`src/hw/rtl/jslp_pkg.sv`:
```
// Shared types, constants and coefficient tables of the joint stereo line processor.
`default_nettype none

package jslp_pkg;

    localparam int SAMPLE_W            = 32;
    localparam int POS_W               = 5;
    localparam int CFG_IDX_W           = 3;
    localparam int COEF_SRC_FRAC       = 28;
    localparam int COEF_SRC_W          = 29;
    localparam int COEF_FRAC_BITS_DEF  = 14;
    localparam int SAMPLE_BITS_DEF     = 32;
    localparam int MS_SCALE            = 181;
    localparam int MS_SHIFT            = 8;
    localparam int MS_SUM_W            = 33;
    localparam int MS_PROD_W           = 41;
    localparam int TAN_LAST            = 6;
    localparam int LSF_IDX_W           = 4;
    localparam int LSF_LAST_IDX        = 14;

    typedef enum logic [CFG_IDX_W-1:0] {
        CFG_MONO      = 3'd0,
        CFG_IS_EN     = 3'd1,
        CFG_MS_EN     = 3'd2,
        CFG_MPEG1     = 3'd3,
        CFG_LSF_SEL   = 3'd4
    } t_cfg_idx;

    typedef enum logic [1:0] {
        R_ORIG = 2'd0,
        R_LEFT = 2'd1,
        R_PROD = 2'd2
    } t_rsel;

    typedef struct packed {
        logic mono;
        logic is_en;
        logic ms_en;
        logic mpeg1;
        logic lsf_sel;
    } t_cfg;

    typedef struct packed {
        logic  l_prod;
        t_rsel r_sel;
        logic  ms_act;
    } t_is_ctrl;

    function automatic logic [COEF_SRC_W-1:0] tan_coef(input logic [2:0] idx);
        logic [COEF_SRC_W-1:0] c;
        unique case (idx)
            3'd0:    c = 29'h0000_0000;
            3'd1:    c = 29'h0361_962f;
            3'd2:    c = 29'h05db_3d74;
            3'd3:    c = 29'h0800_0000;
            3'd4:    c = 29'h0a24_c28c;
            3'd5:    c = 29'h0c9e_69d1;
            3'd6:    c = 29'h1000_0000;
            default: c = 29'h0000_0000;
        endcase
        return c;
    endfunction

    function automatic logic [COEF_SRC_W-1:0] lsf_coef(input logic sel,
                                                       input logic [LSF_IDX_W-1:0] idx);
        logic [COEF_SRC_W-1:0] c;
        if (!sel) begin
            unique case (idx)
                4'd0:    c = 29'h0d74_4fcd;
                4'd1:    c = 29'h0b50_4f33;
                4'd2:    c = 29'h0983_7f05;
                4'd3:    c = 29'h0800_0000;
                4'd4:    c = 29'h06ba_27e6;
                4'd5:    c = 29'h05a8_279a;
                4'd6:    c = 29'h04c1_bf83;
                4'd7:    c = 29'h0400_0000;
                4'd8:    c = 29'h035d_13f3;
                4'd9:    c = 29'h02d4_13cd;
                4'd10:   c = 29'h0260_dfc1;
                4'd11:   c = 29'h0200_0000;
                4'd12:   c = 29'h01ae_89fa;
                4'd13:   c = 29'h016a_09e6;
                default: c = 29'h0130_6fe1;
            endcase
        end else begin
            unique case (idx)
                4'd0:    c = 29'h0b50_4f33;
                4'd1:    c = 29'h0800_0000;
                4'd2:    c = 29'h05a8_279a;
                4'd3:    c = 29'h0400_0000;
                4'd4:    c = 29'h02d4_13cd;
                4'd5:    c = 29'h0200_0000;
                4'd6:    c = 29'h016a_09e6;
                4'd7:    c = 29'h0100_0000;
                4'd8:    c = 29'h00b5_04f3;
                4'd9:    c = 29'h0080_0000;
                4'd10:   c = 29'h005a_827a;
                4'd11:   c = 29'h0040_0000;
                4'd12:   c = 29'h002d_413d;
                4'd13:   c = 29'h0020_0000;
                default: c = 29'h0016_a09e;
            endcase
        end
        return c;
    endfunction

endpackage

`default_nettype wire

```
`src/hw/rtl/jslp_line_if.sv`:
```
// Input channel carrying one left/right line pair with its band flags.
`default_nettype none

interface jslp_line_if;
    logic                                valid;
    logic                                ready;
    logic signed [jslp_pkg::SAMPLE_W-1:0] left_line;
    logic signed [jslp_pkg::SAMPLE_W-1:0] right_line;
    logic [jslp_pkg::POS_W-1:0]           band_position;
    logic                                in_intensity_region;
    logic                                position_legal;
    logic                                in_ms_range;
    logic                                last_line;

    modport source (
        output valid, left_line, right_line, band_position, in_intensity_region,
               position_legal, in_ms_range, last_line,
        input  ready
    );

    modport sink (
        input  valid, left_line, right_line, band_position, in_intensity_region,
               position_legal, in_ms_range, last_line,
        output ready
    );
endinterface

`default_nettype wire

```
`src/hw/rtl/jslp_res_if.sv`:
```
// Output channel carrying one decoded left/right line pair.
`default_nettype none

interface jslp_res_if;
    logic                                valid;
    logic                                ready;
    logic signed [jslp_pkg::SAMPLE_W-1:0] left_out;
    logic signed [jslp_pkg::SAMPLE_W-1:0] right_out;
    logic                                last_out;

    modport source (
        output valid, left_out, right_out, last_out,
        input  ready
    );

    modport sink (
        input  valid, left_out, right_out, last_out,
        output ready
    );
endinterface

`default_nettype wire

```
`src/hw/rtl/jslp_sat.sv`:
```
// Saturate a wide signed value to the sample range and sign-extend to the field width.
`default_nettype none

module jslp_sat #(
    parameter int IN_W        = 33,
    parameter int SAMPLE_BITS = jslp_pkg::SAMPLE_BITS_DEF
) (
    input  logic signed [IN_W-1:0]               i_val,
    output logic signed [jslp_pkg::SAMPLE_W-1:0] o_val
);
    localparam logic signed [jslp_pkg::SAMPLE_W:0] HI_X =
        (33'sd1 <<< (SAMPLE_BITS - 1)) - 33'sd1;
    localparam logic signed [jslp_pkg::SAMPLE_W:0] LO_X = -HI_X - 33'sd1;

    logic [IN_W-SAMPLE_BITS:0] top_bits;

    always_comb begin
        top_bits = i_val[IN_W-1:SAMPLE_BITS-1];
        if ((&top_bits) || !(|top_bits)) begin
            o_val = jslp_pkg::SAMPLE_W'($signed(i_val[SAMPLE_BITS-1:0]));
        end else if (i_val[IN_W-1]) begin
            o_val = LO_X[jslp_pkg::SAMPLE_W-1:0];
        end else begin
            o_val = HI_X[jslp_pkg::SAMPLE_W-1:0];
        end
    end
endmodule

`default_nettype wire

```
`src/hw/rtl/jslp_decode.sv`:
```
// Intensity and mid/side decode: coefficient lookup and output selection per line.
`default_nettype none

module jslp_decode #(
    parameter int COEF_FRAC_BITS = jslp_pkg::COEF_FRAC_BITS_DEF
) (
    input  jslp_pkg::t_cfg                  i_cfg,
    input  logic [jslp_pkg::POS_W-1:0]      i_pos,
    input  logic                            i_region,
    input  logic                            i_legal,
    input  logic                            i_ms_range,
    output jslp_pkg::t_is_ctrl              o_ctrl,
    output logic [COEF_FRAC_BITS:0]         o_coef_l,
    output logic [COEF_FRAC_BITS:0]         o_coef_r
);
    localparam int COEF_W = COEF_FRAC_BITS + 1;
    localparam int C_SH   = jslp_pkg::COEF_SRC_FRAC - COEF_FRAC_BITS;

    logic                                   pos_low;
    logic                                   is_act;
    logic [2:0]                             tan_idx;
    logic [jslp_pkg::POS_W-1:0]             lsf_raw;
    logic [jslp_pkg::LSF_IDX_W-1:0]         lsf_idx;
    logic [jslp_pkg::COEF_SRC_W-1:0]        src_l;
    logic [jslp_pkg::COEF_SRC_W-1:0]        src_r;
    logic [jslp_pkg::COEF_SRC_W-1:0]        sh_l;
    logic [jslp_pkg::COEF_SRC_W-1:0]        sh_r;

    always_comb begin
        pos_low = (i_pos <= jslp_pkg::POS_W'(jslp_pkg::TAN_LAST));
        is_act  = !i_cfg.mono && i_cfg.is_en && i_region &&
                  (i_cfg.mpeg1 ? pos_low : i_legal);
        tan_idx = i_pos[2:0];
        lsf_raw = (i_pos - 5'd1) >> 1;
        lsf_idx = lsf_raw[jslp_pkg::LSF_IDX_W-1:0];
        if (lsf_idx > jslp_pkg::LSF_IDX_W'(jslp_pkg::LSF_LAST_IDX)) begin
            lsf_idx = jslp_pkg::LSF_IDX_W'(jslp_pkg::LSF_LAST_IDX);
        end

        if (i_cfg.mpeg1) begin
            src_l = jslp_pkg::tan_coef(tan_idx);
            src_r = jslp_pkg::tan_coef(3'(jslp_pkg::TAN_LAST) - tan_idx);
        end else begin
            src_l = jslp_pkg::lsf_coef(i_cfg.lsf_sel, lsf_idx);
            src_r = src_l;
        end
        sh_l     = src_l >> C_SH;
        sh_r     = src_r >> C_SH;
        o_coef_l = sh_l[COEF_W-1:0];
        o_coef_r = sh_r[COEF_W-1:0];

        o_ctrl.ms_act = !i_cfg.mono && i_cfg.ms_en && i_ms_range;
        priority if (!is_act) begin
            o_ctrl.l_prod = 1'b0;
            o_ctrl.r_sel  = jslp_pkg::R_ORIG;
        end else if (i_cfg.mpeg1) begin
            o_ctrl.l_prod = 1'b1;
            o_ctrl.r_sel  = jslp_pkg::R_PROD;
        end else if (i_pos == '0) begin
            o_ctrl.l_prod = 1'b0;
            o_ctrl.r_sel  = jslp_pkg::R_LEFT;
        end else if (i_pos[0]) begin
            o_ctrl.l_prod = 1'b1;
            o_ctrl.r_sel  = jslp_pkg::R_LEFT;
        end else begin
            o_ctrl.l_prod = 1'b0;
            o_ctrl.r_sel  = jslp_pkg::R_PROD;
        end
    end
endmodule

`default_nettype wire

```
`src/hw/rtl/joint_stereo_line_processor_core.sv`:
```
// Joint stereo line processor: intensity stereo then mid/side on one line pair per cycle unless the output stalls.
// Throughput: one transaction per cycle; five register stages (decode, coefficient
// multiply, scale and select, mid/side multiply, shift and saturate) each hold while full
// and blocked, so a bubble anywhere is filled and a stall loses nothing.
// Reset (synchronous, active low) empties the pipeline and loads register defaults.
`default_nettype none

module joint_stereo_line_processor_core #(
    parameter int COEF_FRAC_BITS = jslp_pkg::COEF_FRAC_BITS_DEF,
    parameter int SAMPLE_BITS    = jslp_pkg::SAMPLE_BITS_DEF
) (
    input  logic                             i_clk,
    input  logic                             i_rst_n,
    input  logic                             i_cfg_we,
    input  logic [jslp_pkg::CFG_IDX_W-1:0]   i_cfg_idx,
    input  logic                             i_cfg_wdata,
    jslp_line_if.sink                        i_line,
    jslp_res_if.source                       o_res
);
    localparam int SW     = jslp_pkg::SAMPLE_W;
    localparam int COEF_W = COEF_FRAC_BITS + 1;
    localparam int PW     = SW + COEF_W + 1;
    localparam int PSH_W  = PW - COEF_FRAC_BITS;
    localparam int SUM_W  = jslp_pkg::MS_SUM_W;
    localparam int MSP_W  = jslp_pkg::MS_PROD_W;
    localparam int MSS_W  = MSP_W - jslp_pkg::MS_SHIFT;

    jslp_pkg::t_cfg r_cfg;

    logic en1, en2, en3, en4, en5;

    jslp_pkg::t_is_ctrl     dec_ctrl;
    logic [COEF_W-1:0]      dec_cl;
    logic [COEF_W-1:0]      dec_cr;

    logic                   r1_vld;
    logic signed [SW-1:0]   r1_l, r1_r;
    logic [COEF_W-1:0]      r1_cl, r1_cr;
    jslp_pkg::t_is_ctrl     r1_ctrl;
    logic                   r1_last;

    logic                   r2_vld;
    logic signed [PW-1:0]   r2_pl, r2_pr;
    logic signed [PW-1:0]   n2_pl, n2_pr;
    logic signed [SW-1:0]   r2_l, r2_r;
    jslp_pkg::t_is_ctrl     r2_ctrl;
    logic                   r2_last;

    logic signed [SW-1:0]   sat_pl, sat_pr;
    logic signed [SW-1:0]   n3_l, n3_r;
    logic                   r3_vld;
    logic signed [SW-1:0]   r3_l, r3_r;
    logic                   r3_ms;
    logic                   r3_last;

    logic signed [SUM_W-1:0] ms_sum, ms_dif;
    logic signed [MSP_W-1:0] n4_a, n4_d;
    logic                    r4_vld;
    logic signed [MSP_W-1:0] r4_a, r4_d;
    logic signed [SW-1:0]    r4_l, r4_r;
    logic                    r4_ms;
    logic                    r4_last;

    logic signed [SW-1:0]   sat_a, sat_d;
    logic                   r5_vld;
    logic signed [SW-1:0]   r5_l, r5_r;
    logic                   r5_last;

    always_ff @(posedge i_clk) begin
        if (!i_rst_n) begin
            r_cfg <= '{mono: 1'b0, is_en: 1'b0, ms_en: 1'b0, mpeg1: 1'b1, lsf_sel: 1'b0};
        end else if (i_cfg_we) begin
            unique case (i_cfg_idx)
                jslp_pkg::CFG_MONO:    r_cfg.mono    <= i_cfg_wdata;
                jslp_pkg::CFG_IS_EN:   r_cfg.is_en   <= i_cfg_wdata;
                jslp_pkg::CFG_MS_EN:   r_cfg.ms_en   <= i_cfg_wdata;
                jslp_pkg::CFG_MPEG1:   r_cfg.mpeg1   <= i_cfg_wdata;
                jslp_pkg::CFG_LSF_SEL: r_cfg.lsf_sel <= i_cfg_wdata;
                default:               r_cfg         <= r_cfg;
            endcase
        end
    end

    assign en5 = !r5_vld || o_res.ready;
    assign en4 = !r4_vld || en5;
    assign en3 = !r3_vld || en4;
    assign en2 = !r2_vld || en3;
    assign en1 = !r1_vld || en2;
    assign i_line.ready = en1;

    always_ff @(posedge i_clk) begin
        if (!i_rst_n) begin
            r1_vld <= 1'b0;
            r2_vld <= 1'b0;
            r3_vld <= 1'b0;
            r4_vld <= 1'b0;
            r5_vld <= 1'b0;
        end else begin
            if (en1) r1_vld <= i_line.valid;
            if (en2) r2_vld <= r1_vld;
            if (en3) r3_vld <= r2_vld;
            if (en4) r4_vld <= r3_vld;
            if (en5) r5_vld <= r4_vld;
        end
    end

    jslp_decode #(
        .COEF_FRAC_BITS (COEF_FRAC_BITS)
    ) u_decode (
        .i_cfg      (r_cfg),
        .i_pos      (i_line.band_position),
        .i_region   (i_line.in_intensity_region),
        .i_legal    (i_line.position_legal),
        .i_ms_range (i_line.in_ms_range),
        .o_ctrl     (dec_ctrl),
        .o_coef_l   (dec_cl),
        .o_coef_r   (dec_cr)
    );

    always_ff @(posedge i_clk) begin
        if (en1) begin
            r1_l    <= i_line.left_line;
            r1_r    <= i_line.right_line;
            r1_cl   <= dec_cl;
            r1_cr   <= dec_cr;
            r1_ctrl <= dec_ctrl;
            r1_last <= i_line.last_line;
        end
    end

    assign n2_pl = PW'(r1_l) * PW'($signed({1'b0, r1_cl}));
    assign n2_pr = PW'(r1_l) * PW'($signed({1'b0, r1_cr}));

    always_ff @(posedge i_clk) begin
        if (en2) begin
            r2_pl   <= n2_pl;
            r2_pr   <= n2_pr;
            r2_l    <= r1_l;
            r2_r    <= r1_r;
            r2_ctrl <= r1_ctrl;
            r2_last <= r1_last;
        end
    end

    jslp_sat #(.IN_W(PSH_W), .SAMPLE_BITS(SAMPLE_BITS)) u_sat_pl (
        .i_val (r2_pl[PW-1:COEF_FRAC_BITS]),
        .o_val (sat_pl)
    );

    jslp_sat #(.IN_W(PSH_W), .SAMPLE_BITS(SAMPLE_BITS)) u_sat_pr (
        .i_val (r2_pr[PW-1:COEF_FRAC_BITS]),
        .o_val (sat_pr)
    );

    always_comb begin
        n3_l = r2_ctrl.l_prod ? sat_pl : r2_l;
        unique case (r2_ctrl.r_sel)
            jslp_pkg::R_ORIG: n3_r = r2_r;
            jslp_pkg::R_LEFT: n3_r = r2_l;
            jslp_pkg::R_PROD: n3_r = sat_pr;
            default:          n3_r = r2_r;
        endcase
    end

    always_ff @(posedge i_clk) begin
        if (en3) begin
            r3_l    <= n3_l;
            r3_r    <= n3_r;
            r3_ms   <= r2_ctrl.ms_act;
            r3_last <= r2_last;
        end
    end

    assign ms_sum = SUM_W'(r3_l) + SUM_W'(r3_r);
    assign ms_dif = SUM_W'(r3_l) - SUM_W'(r3_r);
    assign n4_a   = MSP_W'(ms_sum) * $signed(MSP_W'(jslp_pkg::MS_SCALE));
    assign n4_d   = MSP_W'(ms_dif) * $signed(MSP_W'(jslp_pkg::MS_SCALE));

    always_ff @(posedge i_clk) begin
        if (en4) begin
            r4_a    <= n4_a;
            r4_d    <= n4_d;
            r4_l    <= r3_l;
            r4_r    <= r3_r;
            r4_ms   <= r3_ms;
            r4_last <= r3_last;
        end
    end

    jslp_sat #(.IN_W(MSS_W), .SAMPLE_BITS(SAMPLE_BITS)) u_sat_a (
        .i_val (r4_a[MSP_W-1:jslp_pkg::MS_SHIFT]),
        .o_val (sat_a)
    );

    jslp_sat #(.IN_W(MSS_W), .SAMPLE_BITS(SAMPLE_BITS)) u_sat_d (
        .i_val (r4_d[MSP_W-1:jslp_pkg::MS_SHIFT]),
        .o_val (sat_d)
    );

    always_ff @(posedge i_clk) begin
        if (en5) begin
            r5_l    <= r4_ms ? sat_a : r4_l;
            r5_r    <= r4_ms ? sat_d : r4_r;
            r5_last <= r4_last;
        end
    end

    assign o_res.valid     = r5_vld;
    assign o_res.left_out  = r5_l;
    assign o_res.right_out = r5_r;
    assign o_res.last_out  = r5_last;
endmodule

`default_nettype wire

```
`src/flat_wrapper.sv`:
```
// flat-port wrapper written by rule: the top's interface ports become plain ports
module joint_stereo_line_processor_core_flat 
#(
    parameter int COEF_FRAC_BITS = jslp_pkg::COEF_FRAC_BITS_DEF,
    parameter int SAMPLE_BITS    = jslp_pkg::SAMPLE_BITS_DEF
)
  (i_clk, i_rst_n, i_cfg_we, i_cfg_idx, i_cfg_wdata, i_line_valid, i_line_left_line, i_line_right_line, i_line_band_position, i_line_in_intensity_region, i_line_position_legal, i_line_in_ms_range, i_line_last_line, i_line_ready, o_res_valid, o_res_left_out, o_res_right_out, o_res_last_out, o_res_ready);
  jslp_line_if i_line_i ();
  jslp_res_if o_res_i ();
  input  logic i_clk;
  input  logic i_rst_n;
  input  logic i_cfg_we;
  input  logic [jslp_pkg::CFG_IDX_W-1:0] i_cfg_idx;
  input  logic i_cfg_wdata;
  input wire logic [$bits(i_line_i.valid)-1:0] i_line_valid;
  input wire logic [$bits(i_line_i.left_line)-1:0] i_line_left_line;
  input wire logic [$bits(i_line_i.right_line)-1:0] i_line_right_line;
  input wire logic [$bits(i_line_i.band_position)-1:0] i_line_band_position;
  input wire logic [$bits(i_line_i.in_intensity_region)-1:0] i_line_in_intensity_region;
  input wire logic [$bits(i_line_i.position_legal)-1:0] i_line_position_legal;
  input wire logic [$bits(i_line_i.in_ms_range)-1:0] i_line_in_ms_range;
  input wire logic [$bits(i_line_i.last_line)-1:0] i_line_last_line;
  output wire logic [$bits(i_line_i.ready)-1:0] i_line_ready;
  output wire logic [$bits(o_res_i.valid)-1:0] o_res_valid;
  output wire logic [$bits(o_res_i.left_out)-1:0] o_res_left_out;
  output wire logic [$bits(o_res_i.right_out)-1:0] o_res_right_out;
  output wire logic [$bits(o_res_i.last_out)-1:0] o_res_last_out;
  input wire logic [$bits(o_res_i.ready)-1:0] o_res_ready;
  assign i_line_i.valid = i_line_valid;
  assign i_line_i.left_line = i_line_left_line;
  assign i_line_i.right_line = i_line_right_line;
  assign i_line_i.band_position = i_line_band_position;
  assign i_line_i.in_intensity_region = i_line_in_intensity_region;
  assign i_line_i.position_legal = i_line_position_legal;
  assign i_line_i.in_ms_range = i_line_in_ms_range;
  assign i_line_i.last_line = i_line_last_line;
  assign i_line_ready = i_line_i.ready;
  assign o_res_valid = o_res_i.valid;
  assign o_res_left_out = o_res_i.left_out;
  assign o_res_right_out = o_res_i.right_out;
  assign o_res_last_out = o_res_i.last_out;
  assign o_res_i.ready = o_res_ready;
  joint_stereo_line_processor_core #(.COEF_FRAC_BITS(COEF_FRAC_BITS), .SAMPLE_BITS(SAMPLE_BITS)) u_core (.i_clk(i_clk), .i_rst_n(i_rst_n), .i_cfg_we(i_cfg_we), .i_cfg_idx(i_cfg_idx), .i_cfg_wdata(i_cfg_wdata), .i_line(i_line_i), .o_res(o_res_i));
endmodule
```
`config.mk`:
```
export PLATFORM = sky130hd
export DESIGN_NAME = joint_stereo_line_processor_core_flat
export DESIGN_NICKNAME = d
export VERILOG_FILES = /design/src/hw/rtl/jslp_pkg.sv /design/src/hw/rtl/jslp_line_if.sv /design/src/hw/rtl/jslp_res_if.sv /design/src/hw/rtl/jslp_sat.sv /design/src/hw/rtl/jslp_decode.sv /design/src/hw/rtl/joint_stereo_line_processor_core.sv /design/src/flat_wrapper.sv
export SDC_FILE = /design/constraint.sdc
export NUM_CORES = 2
export LEC_CHECK = 0
export BUFFER_PORTS_ARGS = -buffer_cell sky130_fd_sc_hd__buf_2
export CAP_MARGIN = 25
export CORE_MARGIN = 5
export CORE_UTILIZATION = 30
export CTS_BUF_LIST = sky130_fd_sc_hd__clkbuf_4 sky130_fd_sc_hd__clkbuf_8
export CTS_CLUSTER_DIAMETER = 60
export DETAILED_ROUTE_END_ITERATION = 10
export PLACE_DENSITY = 0.41
export SLEW_MARGIN = 10
export SYNTH_ARGS = -nofsm -noshare
export SYNTH_HDL_FRONTEND = slang
export SYNTH_HIERARCHICAL = 1
export SYNTH_SLANG_ARGS = --single-unit
```
`constraint.sdc`:
```
create_clock -name i_clk -period 9.3 [get_ports i_clk]
set_input_delay 0.465 -clock i_clk [delete_from_list [all_inputs] [get_ports i_clk]]
set_output_delay 0.465 -clock i_clk [all_outputs]
set_load 0.005 [all_outputs]
```
# --- After elaboration in Yosys (flattened, before gate mapping) ---
# Memories as Yosys holds them, arrays and structs flattened.
# Cells that the tools add are included.
# Widths: inputs -> output; s select.
totals:
  in_bits: 82
  ff_bits: 553
  output_inout_bits: 67
  memories: 2
  mem_bits_ro: 896
mem_list:
  columns: ["name", "depth", "word_bits", "read_ports", "rd_ports_with_merged_regs", "wr", "line", "text"]
  rows:
  - ["(no name shown)", 16, 28, 1, 0, 0, "jslp_pkg.sv:68", "unique case (idx)"]
  - ["(no name shown)", 16, 28, 1, 0, 0, "jslp_pkg.sv:86", "unique case (idx)"]
op_classes:
  n_reduce_logical: 40
  bitwise_logic: 1
  eq_ne: 18
  n_addsub: 4
  multipliers: 4
  mux: 22
  magnitude_cmp: 2
ops:
  columns: ["operator", "n"]
  rows:
  - ["$mux 32", 11]
  - ["$pmux 29 s6", 2]
  - ["$mul 32x16->48", 2]
  - ["$mux 29", 3]
  - ["$mul 33x9->41 const B", 2]
  - ["$pmux 32 s2", 1]
  - ["$add 32x32->33", 1]
  - ["$sub 32x32->33", 1]
  - ["$eq 3x3->1 const B", 7]
  - ["$eq 3x2->1 const B", 6]
  - ["$reduce_and 2->1", 7]
  - ["$logic_not 1->1", 10]
  - ["$eq 3x1->1 const B", 3]
  - ["$logic_or 1x1->1", 9]
  - ["$mux 3", 3]
  - ["$reduce_and 3->1", 2]
  - ["$reduce_or 2->1", 3]
  - ["$reduce_or 3->1", 2]
  - ["$le 5x3->1 const B", 1]
  - ["$logic_and 1x1->1", 5]
  - ["$logic_not 5->1", 1]
  - ["$sub 5x1->5 const B", 1]
  - ["$gt 4x4->1 const B", 1]
  - ["$mux 4", 1]
  - ["other kinds (6)", 6]

# --- Logic depth before layout (Yosys ltp) ---
logic_depth:
  depth_word: 6
  ltp_mapped: 32

# --- Modules after synthesis ---
# The synthesis kept the hierarchy.
by_module_without_submodules:
  columns: ["mod", "cells_per_inst", "n_inst", "seq_area_each_um2", "area_each_um2"]
  rows:
  - ["joint_stereo_line_processor_core", 6152, 1, 15184.6, 63637.3]
  - ["jslp_decode", 253, 1, 0.0, 1567.8]
  - ["jslp_sat at u_core.u_sat_pl ...", 112, 2, 0.0, 699.4]
  - ["jslp_sat at u_core.u_sat_a ...", 42, 2, 0.0, 304.0]

# --- Worst setup path after synthesis ---
# Ideal clock, no wire load.
synth_timing:
  kind: "reg2reg"
  from: "register u_core.r3_l[0]"
  to: "register u_core.r4_d[40], data pin"
  required_ns: 9.039
  n_path_buf: 0
  path_slack_ns: 2.210
  stages_incl_launch_ff: 32
  t_arrival_ns: 6.829
  setup_time_ns: 0.261
  cell_sequence: "edfxtp_1 inv_1 ha_1 inv_1 fa_1 a211oi_1 o21ai_1 o211ai_1 a21oi_1 o22a_1 nand3_1 nand2_1 xnor2_1 ha_1 inv_1 fa_1 inv_1 fa_1 inv_1 fa_1 inv_1 ha_1 a21oi_1 o21bai_1 a21oi_1 o22ai_1 nor2_2 o221ai_2 a221o_1 a41o_1 or2_1 a311o_1"
synth_via:
  elab_chain_len: 2
synth_lines:
  columns: ["element", "line", "text"]
  rows:
  - ["start, declared", "joint_stereo_line_processor_core.sv:52", "logic signed [SW-1:0] r3_l, r3_r;"]
  - ["start signal, assigned", "joint_stereo_line_processor_core.sv:167", "r3_l <= n3_l;"]
  - ["$sub 32x32->33", "joint_stereo_line_processor_core.sv:175", "assign ms_dif = SUM_W'(r3_l) - SUM_W'(r3_r);"]
  - ["$mul 33x9->41", "joint_stereo_line_processor_core.sv:177", "assign n4_d = MSP_W'(ms_dif) * $signed(MSP_W'(jslp_pkg::MS_SCALE));"]
  - ["net u_core.n4_d[40]", "joint_stereo_line_processor_core.sv:57", "logic signed [MSP_W-1:0] n4_a, n4_d;"]
  - ["end signal, assigned", "joint_stereo_line_processor_core.sv:182", "r4_d <= n4_d;"]
  - ["end, declared", "joint_stereo_line_processor_core.sv:59", "logic signed [MSP_W-1:0] r4_a, r4_d;"]
# The timed path passes the listed nets, and every way through them passes these cells.
# A chain may end at the register's enable or synchronous reset.

# --- Worst setup path after layout ---
# Ends and elaborated chain as after synthesis.

==> flow_metrics.env <==
export IMPL_wirelength_mm=197
export IMPL_dpl_hpwl_mm=157
export IMPL_die_h_um=483
export IMPL_setup_viol_count_final=0
export IMPL_area_growth_pct=11.0
export IMPL_gp_congestion=0.830
export IMPL_cap_violations=0
export IMPL_start_kind="flip-flop"
export IMPL_nNetsFinal=8593
export IMPL_cpMaxStageDelayCell="fa_1"
export IMPL_drcViolationCount=0
export IMPL_fin_crit_ps=8350
export IMPL_dieArea_sq_um=234000
export IMPL_numCtsBuffers=112
export IMPL_first_iter_violations=2038
export IMPL_place_port_buffers=148
export IMPL_fillers=23000
export IMPL_yosysTopAreaCell="fa_1"
export IMPL_synth_edf_count=499
export IMPL_drt_vias_per_instance=4.57
export IMPL_worst_pin_slew_ps=1090
export IMPL_clock_latency_ps=890
export IMPL_cts_tree="built"
export IMPL_ant_nets=0
export IMPL_cp_data_required_time_ps=9880
export IMPL_hold_buffers=79
export IMPL_hold_class="input port to flip-flop"
export IMPL_synth_top_area_share_pct=32.5
export IMPL_slew_headroom_pct=27.3
export IMPL_cts_buffer_depth=3
export IMPL_die_w_um=483
export IMPL_regArea_sq_um=15200
export IMPL_end_kind="flip-flop"
export IMPL_grt_max_degree=69
export IMPL_drt_first_pass_iters=5
export IMPL_initial_core_util_pct=30.2
export IMPL_drv_slew=0
export IMPL_wl_per_cell_um=19.8
export IMPL_synthTopCellsByCount="inv_1, fa_1, nand2_1, ha_1, edfxtp_1"
export IMPL_ys_flop_type="edfxtp_1"
export IMPL_syn_num_nets=8431
export IMPL_grt_overflow=0
export IMPL_cts_max_level=3
export IMPL_rows=173
export IMPL_period_share_pct=89.8
export IMPL_cts_setup_buffers=0
export IMPL_track_usage_pct=16.9
export IMPL_slowest_delay_ps=520
export IMPL_hold_viol=0
export IMPL_cts_sinks=509
export IMPL_critical_path_class="flip-flop to flip-flop"
export IMPL_root_buffer="clkbuf_8"
export IMPL_ys_types=101
export IMPL_vias=45400
export IMPL_synth_avg_cell_area_sq_um=10.0
export IMPL_multi_input_area_sq_um=45100
export IMPL_clock_skew_ps=88.3
export IMPL_setup_tns_ps=0
export IMPL_pin_count=149
export IMPL_rsz0062_at_grt="false"
export IMPL_async_reset_ff_share_pct=0
export IMPL_ys_warn_count=6
export IMPL_yosys_top_cells_area="fa_1, edfxtp_1, ha_1"
export IMPL_fin_util_pct=33.5
export IMPL_drive_gt1_share_pct=8.87
export IMPL_fmax_ghz=0.120
export IMPL_syn_instance_count=6713
export IMPL_synth_seq_cells=509
export IMPL_cpMostUsedCell="inv_1"
export IMPL_clk_pin_slew_ps=60
export IMPL_cts_resized=0
export IMPL_cp_arrival_ps=8930
export IMPL_cp_max_fo=5
export IMPL_syn_cell_area_sq_um=67200
export IMPL_synth_most_common_cell="inv_1"
export IMPL_antenna_found_initial=15
export IMPL_grt_pass1_wl_mm=306
export IMPL_run_status="finished clean"
export IMPL_core_sq_um=223000
export IMPL_grt_pass1_vias=50000
export IMPL_ys_seq_area_share_pct=22.6
path summary, 6_finish.rpt:
kind	from	to	slack, ps	cells past startpoint
setup reg to reg	u_core/r3_l[0]	u_core/r4_d[40]	950	29
hold / removal	i_line_position_legal	u_core/r1_ctrl[1]	180	3
setup / recovery	u_core/r3_l[0]	u_core/r4_d[40]	950	29
hold reg to reg	u_core/r1_r[9]	u_core/r2_r[9]	400	0
cell usage in the layout (no fill, tap or decap), drive strengths merged, types with 79 or more instances in the layout:
master,count
fa,1091
ha,545
a21o,133
nor2,211
and2,375
nand2,784
inv,1480
clkbuf,132
xnor2,160
dlygate4sd3,79
edfxtp,499
buf,282
o21ai,124
a21oi,179
mux2,97
xor2,84
through the flow:
stage          area (sq um)  std cells  setup WS, ps  hold WS (ps)
6_report              74600       9952           951           176
5_1_grt               74600       9947           432          99.2
4_1_cts               74600       9945           892          50.2
3_5_place_dp          71400       9657           927           405
3_3_place_gp          71300       9652           964           403
2_1_floorplan         67200       6713          2210           400
critical path: cells and delay by family, from the launching register on:
family / cells / cell delay, ps
compound gates: 14 / 3920
xor+xnor: 1 / 470
fa+ha+maj: 7 / 2650
buf+inv: 6 / 350
flops: 1 / 410
simple gates: 1 / 250
routing by layer:
metal / vias to the layer above / GRT usage, % / share of wire [%]
li1: 21300 / - / -
met1: 23100 / 23.2 / 47
met2: 808 / 28.8 / 48
met3: 213 / 2.06 / 3.5
met4: 0 / 3.42 / 1.9
met5: - / 0 / 0
state kept, by name, summed over array words and instances, names as in the netlist, 32 cells and up:
register	count
u_core/r1_l	32
u_core/o_res.left_out	32
u_core/r4_r	32
u_core/r4_a	33
u_core/r3_r	32
u_core/r3_l	32
u_core/r2_r	32
u_core/r2_pr	34
u_core/r2_l	32
u_core/o_res.right_out	32
u_core/r2_pl	34
u_core/r4_l	32
u_core/r1_r	32
u_core/r4_d	33
final cells by class:
class                   instances  share of cell area [%]
multi-input cells            4414                    60.5
diodes                          7                  0.0235
inverters                    1477                    7.43
well taps                    2975                    4.99
flip-flops and latches        509                    20.4
clock buffers                 132                    2.31
repair buffers                361                    3.54
clock inverters                77                   0.869
logic make-up after synthesis:
kind of cell / share of synthesized area, %
compound gates: 8.17
xor+xnor: 3.23
fa+ha+maj: 42.6
buf+inv: 10.3
flops: 22.6
mux: 1.71
simple gates: 11.3
Power is not shown: default switching activity piles up to over one toggle a cycle in this logic, so the estimate is an artifact.
